**config.mk**
```make
export PLATFORM = sky130hd
export DESIGN_NAME = sorted_list_insert_pop_search_top
export DESIGN_NICKNAME = d
export VERILOG_FILES = /design/src/sv/slips_pkg.sv /design/src/sv/slips_cell.sv /design/src/sv/slips_out.sv /design/src/sv/sorted_list_insert_pop_search_top.sv
export SDC_FILE = /design/constraint.sdc
export NUM_CORES = 2
export LEC_CHECK = 0
export ABC_CLOCK_PERIOD_IN_PS = 5600
export CAP_MARGIN = 0
export CELL_PAD_IN_SITES_DETAIL_PLACEMENT = 0
export CELL_PAD_IN_SITES_GLOBAL_PLACEMENT = 1
export CORE_MARGIN = 1.5
export CORE_UTILIZATION = 52
export CTS_CLUSTER_DIAMETER = 120
export CTS_CLUSTER_SIZE = 24
export DETAILED_ROUTE_END_ITERATION = 10
export DONT_BUFFER_PORTS = 1
export PLACE_DENSITY_LB_ADDON = 0.1
export SLEW_MARGIN = 20
export SYNTH_ARGS = -nofsm -noshare
export SYNTH_HDL_FRONTEND = slang
export SYNTH_SLANG_ARGS = --single-unit
```
**constraint.sdc**
```tcl
create_clock -name clk_i -period 5.6 [get_ports clk_i]
set_input_delay 0.56 -clock clk_i [delete_from_list [all_inputs] [get_ports clk_i]]
set_output_delay 0.56 -clock clk_i [all_outputs]
set_load 0.01 [all_outputs]
```
**src/sv/slips_pkg.sv**
```systemverilog
// ----------------------------------------------------------------------------
// slips_pkg: shared types and constants of the sorted list
// Capacity, widths, command codes and the structs that pass between modules.
// ----------------------------------------------------------------------------
package slips_pkg;

  localparam int unsigned CAPACITY = 16;
  localparam int unsigned DATA_W   = 32;
  localparam int unsigned IDX_W    = (CAPACITY > 1) ? $clog2(CAPACITY) : 1;
  localparam int unsigned CNT_W    = $clog2(CAPACITY + 1);

  typedef enum logic [1:0] {
    CMD_INSERT = 2'd0,
    CMD_REMOVE = 2'd1,
    CMD_SEARCH = 2'd2
  } cmd_e;

  typedef struct packed {
    logic ins;
    logic rem;
  } cell_op_t;

  typedef struct packed {
    logic                     ok;
    logic signed [DATA_W-1:0] head;
    logic [CNT_W-1:0]         count;
  } res_t;

endpackage

```
**src/sv/slips_cell.sv**
```systemverilog
// ----------------------------------------------------------------------------
// slips_cell: one entry of the sorted list
// Holds a word, compares it with the incoming value and shifts towards the
// tail on insert or towards the head on remove.
// ----------------------------------------------------------------------------
module slips_cell
  import slips_pkg::*;
(
  input  logic                     clk_i,
  input  cell_op_t                 op_i,
  input  logic                     valid_i,
  input  logic signed [DATA_W-1:0] value_i,
  input  logic                     left_ge_i,
  input  logic signed [DATA_W-1:0] left_entry_i,
  input  logic signed [DATA_W-1:0] right_entry_i,
  output logic                     ge_o,
  output logic                     match_o,
  output logic signed [DATA_W-1:0] entry_o
);

  logic signed [DATA_W-1:0] entry_q, entry_d;

  assign ge_o    = !valid_i || !(entry_q < value_i);
  assign match_o = valid_i && (entry_q == value_i);
  assign entry_o = entry_q;

  always_comb begin
    entry_d = entry_q;
    if (op_i.ins && ge_o) begin
      entry_d = left_ge_i ? left_entry_i : value_i;
    end else if (op_i.rem) begin
      entry_d = right_entry_i;
    end
  end

  always_ff @(posedge clk_i) begin
    entry_q <= entry_d;
  end

endmodule

```
**src/sv/slips_out.sv**
```systemverilog
// ----------------------------------------------------------------------------
// slips_out: result register of the sorted list
// Encodes the first-hit vector into an index and holds the result beat
// until the receiver takes it.
// ----------------------------------------------------------------------------
module slips_out
  import slips_pkg::*;
(
  input  logic                     clk_i,
  input  logic                     rst_ni,
  input  logic                     load_i,
  input  res_t                     res_i,
  input  logic [CAPACITY-1:0]      hit_i,
  input  logic                     out_stall_i,
  output logic                     out_valid_o,
  output logic                     ok_o,
  output logic signed [DATA_W-1:0] head_value_o,
  output logic [IDX_W-1:0]         found_index_o,
  output logic [CNT_W-1:0]         count_o
);

  logic             valid_q, valid_d;
  res_t             res_q;
  logic [IDX_W-1:0] idx_q, idx_d;

  always_comb begin
    idx_d = '0;
    for (int i = 0; i < CAPACITY; i++) begin
      if (hit_i[i]) begin
        idx_d = idx_d | IDX_W'(i);
      end
    end
  end

  always_comb begin
    valid_d = valid_q && out_stall_i;
    if (load_i) begin
      valid_d = 1'b1;
    end
  end

  always_ff @(posedge clk_i or negedge rst_ni) begin
    if (!rst_ni) begin
      valid_q <= 1'b0;
    end else begin
      valid_q <= valid_d;
    end
  end

  always_ff @(posedge clk_i) begin
    if (load_i) begin
      res_q <= res_i;
      idx_q <= idx_d;
    end
  end

  assign out_valid_o   = valid_q;
  assign ok_o          = res_q.ok;
  assign head_value_o  = res_q.head;
  assign found_index_o = idx_q;
  assign count_o       = res_q.count;

endmodule

```
**src/sv/sorted_list_insert_pop_search_top.sv**
```systemverilog
// ----------------------------------------------------------------------------
// sorted_list_insert_pop_search_top: sorted list of signed words
// Keeps up to CAPACITY words in ascending order in a row of cells.
// ----------------------------------------------------------------------------
// Input beats carry a command and a value: insert keeps the list ascending
// and fails when the list is full, remove returns the smallest entry and
// fails when the list is empty, and search returns the lowest index whose
// entry equals the value. Every input beat gives exactly one result beat
// with ok, head_value, found_index and the entry count after the command.
// All cells compare and shift in the cycle that a beat is accepted, so the
// list is up to date for the next beat at once. The result passes through
// one stage that holds the first-hit vector and then the output register,
// where the index is encoded. One beat is taken each cycle while the
// receiver keeps up. When the receiver stalls, the output register holds
// its beat, the middle stage fills, and then in_stall_o rises until the
// output moves on. Reset empties the list; the entries themselves are not
// cleared.
// ----------------------------------------------------------------------------
module sorted_list_insert_pop_search_top
  import slips_pkg::*;
(
  input  logic                     clk_i,
  input  logic                     rst_ni,
  input  logic                     in_valid_i,
  output logic                     in_stall_o,
  input  logic [1:0]               cmd_i,
  input  logic signed [DATA_W-1:0] value_i,
  output logic                     out_valid_o,
  input  logic                     out_stall_i,
  output logic                     ok_o,
  output logic signed [DATA_W-1:0] head_value_o,
  output logic [IDX_W-1:0]         found_index_o,
  output logic [CNT_W-1:0]         count_o
);

  logic                     in_acc;
  logic                     s1_valid_q, s1_valid_d;
  logic                     s1_move;
  res_t                     s1_res_q, s1_res_d;
  logic [CAPACITY-1:0]      s1_hit_q, s1_hit_d;
  logic [CNT_W-1:0]         count_q, count_d;
  cell_op_t                 op;
  logic [CAPACITY-1:0]      ge, match, first;
  logic signed [DATA_W-1:0] entry [CAPACITY];
  logic                     is_ins, is_rem, is_srch;

  assign s1_move    = s1_valid_q && !(out_valid_o && out_stall_i);
  assign in_stall_o = s1_valid_q && !s1_move;
  assign in_acc     = in_valid_i && !in_stall_o;

  assign is_ins  = (cmd_i == CMD_INSERT);
  assign is_rem  = (cmd_i == CMD_REMOVE);
  assign is_srch = (cmd_i == CMD_SEARCH);

  assign op.ins = in_acc && is_ins && (count_q < CNT_W'(CAPACITY));
  assign op.rem = in_acc && is_rem && (count_q != '0);

  for (genvar g = 0; g < CAPACITY; g++) begin : g_cell
    logic                     left_ge;
    logic signed [DATA_W-1:0] left_entry, right_entry;

    if (g == 0) begin : g_first
      assign left_ge    = 1'b0;
      assign left_entry = value_i;
      assign first[g]   = match[g];
    end else begin : g_mid
      assign left_ge    = ge[g-1];
      assign left_entry = entry[g-1];
      assign first[g]   = match[g] && !match[g-1];
    end

    if (g == CAPACITY - 1) begin : g_last
      assign right_entry = entry[g];
    end else begin : g_inner
      assign right_entry = entry[g+1];
    end

    slips_cell u_cell (
      .clk_i        (clk_i),
      .op_i         (op),
      .valid_i      (CNT_W'(g) < count_q),
      .value_i      (value_i),
      .left_ge_i    (left_ge),
      .left_entry_i (left_entry),
      .right_entry_i(right_entry),
      .ge_o         (ge[g]),
      .match_o      (match[g]),
      .entry_o      (entry[g])
    );
  end

  always_comb begin
    count_d = count_q;
    if (op.ins) begin
      count_d = count_q + CNT_W'(1);
    end else if (op.rem) begin
      count_d = count_q - CNT_W'(1);
    end
  end

  always_comb begin
    s1_res_d.ok    = op.ins || op.rem || (is_srch && (|first));
    s1_res_d.head  = op.rem ? entry[0] : '0;
    s1_res_d.count = count_d;
    s1_hit_d       = is_srch ? first : '0;
    s1_valid_d     = in_acc || (s1_valid_q && !s1_move);
  end

  always_ff @(posedge clk_i or negedge rst_ni) begin
    if (!rst_ni) begin
      s1_valid_q <= 1'b0;
      count_q    <= '0;
    end else begin
      s1_valid_q <= s1_valid_d;
      count_q    <= count_d;
    end
  end

  always_ff @(posedge clk_i) begin
    if (in_acc) begin
      s1_res_q <= s1_res_d;
      s1_hit_q <= s1_hit_d;
    end
  end

  slips_out u_out (
    .clk_i        (clk_i),
    .rst_ni       (rst_ni),
    .load_i       (s1_move),
    .res_i        (s1_res_q),
    .hit_i        (s1_hit_q),
    .out_stall_i  (out_stall_i),
    .out_valid_o  (out_valid_o),
    .ok_o         (ok_o),
    .head_value_o (head_value_o),
    .found_index_o(found_index_o),
    .count_o      (count_o)
  );

  a_count_range : assert property (@(posedge clk_i) disable iff (!rst_ni)
    count_q <= CNT_W'(CAPACITY))
    else $error("Entry count exceeds the capacity.");

  a_count_hold : assert property (@(posedge clk_i) disable iff (!rst_ni)
    !in_acc |=> $stable(count_q))
    else $error("Entry count changed without an accepted beat.");

  a_hit_onehot : assert property (@(posedge clk_i) disable iff (!rst_ni)
    s1_valid_q |-> $onehot0(s1_hit_q))
    else $error("More than one first hit in the search result.");

  a_empty_remove : assert property (@(posedge clk_i) disable iff (!rst_ni)
    (in_acc && is_rem && (count_q == '0)) |=> !s1_res_q.ok)
    else $error("Remove from an empty list reported success.");

  a_stall_full : assert property (@(posedge clk_i) disable iff (!rst_ni)
    in_stall_o |-> (s1_valid_q && out_valid_o))
    else $error("Input stalled while the result path had room.");

endmodule

```
Yosys cells after proc, flatten, opt, wreduce, memory -nomap -nowiden
Index checks and enable logic that the tools add are counted.

word-level totals
  register bits = 615
  latch bits = 0
  bits in writable memories = 0
  memory bits (read-only) = 0
  bits of input ports = 38
  output and inout bits = 44
  logic and storage cells = 288
  memories = 0

cells by class
  $add $sub $neg = 2
  $mul = 0
  div/mod/pow operators = 0
  order comparisons = 33
  equality and inequality tests = 18
  shift operators = 0
  multiplexer cells = 59
  bitwise logic cells = 0
  reductions and logical operators = 146

operators by type and width
  operator               count
  $mux W32               45
  $eq A32 B32 Y1         16
  $lt A32 B32 Y1         16
  $logic_and A1 B1 Y1    56
  $logic_not A1 Y1       50
  $lt A4 B5 Y1 const A   8
  $reduce_bool A2 Y1     15
  $lt A3 B5 Y1 const A   4
  $logic_or A1 B1 Y1     19
  $reduce_or A16 Y1      1
  $mux W3                4
  $lt A1 B5 Y1 const A   2
  $lt A2 B5 Y1 const A   2
  $mux W5                2
  $mux W2                4
  $reduce_or A8 Y1       1
  $add A5 B1 Y5 const B  1
  $lt A5 B5 Y1 const B   1
  $reduce_bool A5 Y1     1
  $sub A5 B1 Y5 const B  1
  $mux W1                4
  $reduce_or A4 Y1       1
  $eq A2 B1 Y1 const B   1
  $eq A2 B2 Y1 const B   1
  other kinds (2)        2

Logic depth before layout (Yosys ltp)
  word-level depth = 11
  mapped depth = 12
  gate-level depth less buffers = 9

Modules after synthesis
Synthesis repeated with hierarchy kept, for this count alone.

second synthesis, totals
  cells, all modules = 6141
  area, all modules = 54930.2 sq um

modules (own cells, without submodules)
  module                             instances  cells each  area each (sq um)  seq. area each (sq um)
  slips_cell                         16         368         3185.6             960.9
  sorted_list_insert_pop_search_top  1          198         2602.5             1771.7
  slips_out                          1          55          1358.8             1286.2

Worst setup path after synthesis
No wires, ideal clock.

  path kind = input port to flip-flop
  from = input port value_i[31]
  to = register g_cell[1].u_cell.entry_q[0], enable pin
  arrival time = 4701 ps
  data required time = 5134 ps
  setup slack = 434 ps
  stages = 9
  buffers on the path = 1
  cell sequence = inv_1 -> ha_1 -> nand4_1 -> nor3_1 -> nand2_1 -> a2111oi_0 -> nor3_1 -> clkbuf_1 -> o21ai_0

between the ends
  longest elaborated chain between the ends = 5

RTL lines
  element                              line                                     source
  start, declared                      sorted_list_insert_pop_search_top.sv:27  input logic signed [DATA_W-1:0] value_i,
  $lt A32 B32 Y1                       slips_cell.sv:23                         assign ge_o = !valid_i || !(entry_q < value_i);
  $logic_not A1 Y1                     slips_cell.sv:23
  $logic_or A1 B1 Y1                   slips_cell.sv:23
  $logic_and A1 B1 Y1                  slips_cell.sv:29                         if (op_i.ins && ge_o) begin
  $reduce_bool A2 Y1 (no source line)  -
  end signal, assigned                 slips_cell.sv:37                         entry_q <= entry_d;
  end, declared                        slips_cell.sv:21                         logic signed [DATA_W-1:0] entry_q, entry_d;

Every way passes these cells.
A chain may end at the register's enable or synchronous reset.

Worst setup path in the final report
  from = input port value_i[24]
  to = register g_cell[5].u_cell.entry_q[10], enable pin

between the ends
  longest elaborated chain between the ends = 5

RTL lines
  element                              line
  $lt A32 B32 Y1                       slips_cell.sv:23
  $logic_not A1 Y1                     slips_cell.sv:23
  $logic_or A1 B1 Y1                   slips_cell.sv:23
  $logic_and A1 B1 Y1                  slips_cell.sv:29
  $reduce_bool A2 Y1 (no source line)  -
  end signal, assigned                 slips_cell.sv:37
  end, declared                        slips_cell.sv:21

Every way passes these cells.

==> summary.txt <==
final hold violation count -> 0
skew final -> 36.52 ps
DIE WIDTH -> 290.9 µm
arrival time worst endpoint -> 4520 ps
Synth area leaders -> edfxtp_1 42%, ha_1 14%, a31oi_1 8.9%, nand3_1 4.7%, o21ai_0 4.2%
outcome -> completed
post-synthesis xor/xnor area fraction -> 0.7112%
worst hold-check path type -> primary input to flop
Int Power -> 0.007108 W
number of synthesized flops with an enable pin -> 607
Std-Cell Rows -> 105
Hold Worst Slack -> 88.34 ps
Area Overhead vs Synth -> 5.689%
clock root buffer master -> clkbuf_16
Netlist cell types -> 78
CTS tree -> done
fin crit period -> 4117 ps
post-synthesis compound-gate area fraction -> 22.04%
Switching Fraction -> 33.67%
worst-path fanout max -> 23
Iteration-0 DRC Markers -> 5,810
gr usage total -> 42.01%
WL final -> 183,200 µm
Hold Crit Start -> value_i[22]
Hold EP -> g_cell[0].u_cell.entry_o[22]
final setup fails -> 0
WP data required -> 6000 ps
Placed Area -> 0.04460 mm²
relative slew slack -> 19.96%
crit end category -> flop
worst skew pair latency -> 700 ps
number of global-route vias before repair -> 35,913
CP Class -> primary input to flop
multiplexer share of the synthesized area -> 3.942%
grt total ovfl -> 0
Post-DRT Antenna Nets -> 0
worst r2r src -> g_cell[5].u_cell.entry_o[15]
worst-margin pin slew -> 1199 ps
Synthesis Warnings -> 0
routability cong. -> 0.9895
postcts setup bufs -> 0
cell area after layout -> 0.04556 mm²
Layout Utilization -> 55.48%
H-Tree Depth -> 1
Critical Path Start Type -> primary input
setup slack, reg-to-reg -> 1530 ps
Net Sw Power -> 0.003608 W
RSZ-0062 raised after global routing -> false
Flop pwr share -> 51.3%
Post-Syn Area -> 0.04310 mm²
reg2reg path depth -> 9
fin crit share -> 73.51%
initial antenna violation count -> 13
cell with the most instances after synthesis -> a31oi_1
worst vdd ir -> 316.7 µV
hold path depth -> 1
Total Power -> 0.01072 W
Post-Syn Instances -> 4,350
FMAX -> 242.9 MHz
total of max-cap violations -> 0
CTS max path bufs -> 3
DIE HEIGHT -> 290.9 µm
top_reg_cell synth -> edfxtp_1
leading area contributor after synthesis -> edfxtp_1
total CTS buffers -> 30
core area -> 0.08211 mm²
main combinational cell family by area after synthesis -> compound AO/OA/AOI/OAI gates
final slew viol count -> 0
Initial Util -> 52.50%
simple-gate portion of the synthesized area -> 12.06%
global-route wire length before repair -> 259,000 µm
share of the synthesized area in the top cell type -> 42.29%
post-DR vias/cell -> 7.385
P_leak -> 16.98 nW
IO buf count -> 0
Net Count, Synth -> 4,872
setup_tns -> 0 ps
largest net degree at the start of global routing -> 137
Logic pwr share -> 23.4%
DRC viols -> 0
via count -> 39,051
Post-synth ARST share -> 1.140%
Post-synth top cells -> 613 x a31oi_1, 607 x edfxtp_1, 484 x ha_1
post-synthesis sequential area ratio -> 42.69%
RR Endpoint -> g_cell[5].u_cell.entry_o[10]
Adder-Cell Fraction of Synth Area -> 14.05%
Worst-path clk slew -> 110 ps
first-pass iteration count of the detailed router -> 6
Syn Area/Cell -> 9.909 µm²
DIE AREA -> 0.08463 mm²
Wirelength per Cell -> 34.65 µm
# IOs -> 82
Layout Nets -> 4,709
Synth Register Bits -> 614
DP HPWL -> 128,700 µm
ratio of cells with drive above 1 in the final layout -> 7.552%
Pwr per Cell Area -> 235.2 mW/mm²
CTS Sinks -> 614
Clock power frac -> 25.4%
## per-stage QoR
| step | instances | worst slack (ps) |
|---|---|---|
| after CTS | 5281 | 1596 |
| final | 5288 | 1483 |
| after global placement | 5221 | 932.7 |
| after detailed placement | 5222 | 893.4 |
| after global routing | 5284 | 1394 |
| after floorplan | 4350 | 433.5 |
## logic make-up after synthesis
family | after synthesis
AO/OA/AOI/OAI | 1595
XOR/XNOR | 35
adder cells (fa/ha/maj) | 484
buffers and inverters | 482
flip-flops | 614
multiplexers | 162
AND/OR/NAND/NOR | 978
## power by group through the flow
stage	Clock, W	Sequential (W)	Combinational [W]
floorplan	0	0.00547	0.00166
global placement	0	0.00558	0.00238
detailed placement	0	0.00558	0.00241
CTS	0.00270	0.00548	0.00242
global route	0.00282	0.00550	0.00270
finish	0.00272	0.00549	0.00251
## cell usage in the layout, fill, tap and decap left out, types with 40 or more instances in the layout
cell type,count
a31oi_1,611
and2_1,40
mux2_2,52
buf_4,167
a21o_1,132
inv_1,106
ha_1,484
nor2_1,56
o21ai_0,364
nand2_1,149
edfxtp_1,607
mux2i_1,99
nand3_1,403
nand4_1,117
nor4_1,43
a21oi_1,355
## what timing repair did
item	CTS	global route
resized for setup	0	0
endpoints found under the hold margin	9	0
hold buffers	3	0
## layout make-up
cell class	instances	area, µm²
Antenna cell	7	17.52
Clock buffer	53	858.3
Clock inverter	3	47.55
Fill cell	7245	36550
Inverter	108	412.9
Multi-Input combinational cell	3254	23010
Sequential cell	614	18400
Tap cell	1070	1339
Timing Repair Buffer	179	1464
## worst max path at each step
stage | startpoint | to | slack [ps] | cells past startpoint
finish | value_i[24] | g_cell[5].u_cell.entry_o[10] | 1480 | 10
global placement | value_i[24] | g_cell[5].u_cell.entry_o[17] | 930 | 10
CTS | value_i[24] | g_cell[5].u_cell.entry_o[19] | 1600 | 10
global route | value_i[30] | g_cell[2].u_cell.entry_o[16] | 1390 | 11
detailed placement | value_i[24] | g_cell[5].u_cell.entry_o[20] | 890 | 10
floorplan | value_i[31] | g_cell[1].u_cell.entry_o[0] | 430 | 9
## sequential cells by signal (all words and copies together) (netlist names)
| name | count |
|---|---|
| u_out.count_o | 5 |
| count_q | 5 |
| s1_res_q | 38 |
| u_out.found_index_o | 4 |
| s1_valid_q | 1 |
| s1_hit_q | 15 |
| u_out.head_value_o | 32 |
| u_out.out_valid_o | 1 |
| g_cell.u_cell.entry_o | 512 |
| u_out.ok_o | 1 |
## worst max-delay path, cell delays in order
cell	delay, ps
inv_1	770
buf_4	290
ha_1	210
nand4_1	140
nor4_1	990
o41a_1	440
nor4b_4	90
nor3_4	140
nand2b_1	580
buf_12	270
## layer usage
metal  vias up  GRT usage [%]  part of all wire, %  wire length (µm)
met5         -              0                0.025                45
li1      16858              -                    -                 -
met1     18863          57.32                   39             70670
met2      2851          58.53                   40             73220
met3       471          13.96                   15             27160
met4         8          22.92                  6.6             12130
Note: power is estimated with default switching activity, not from simulation.
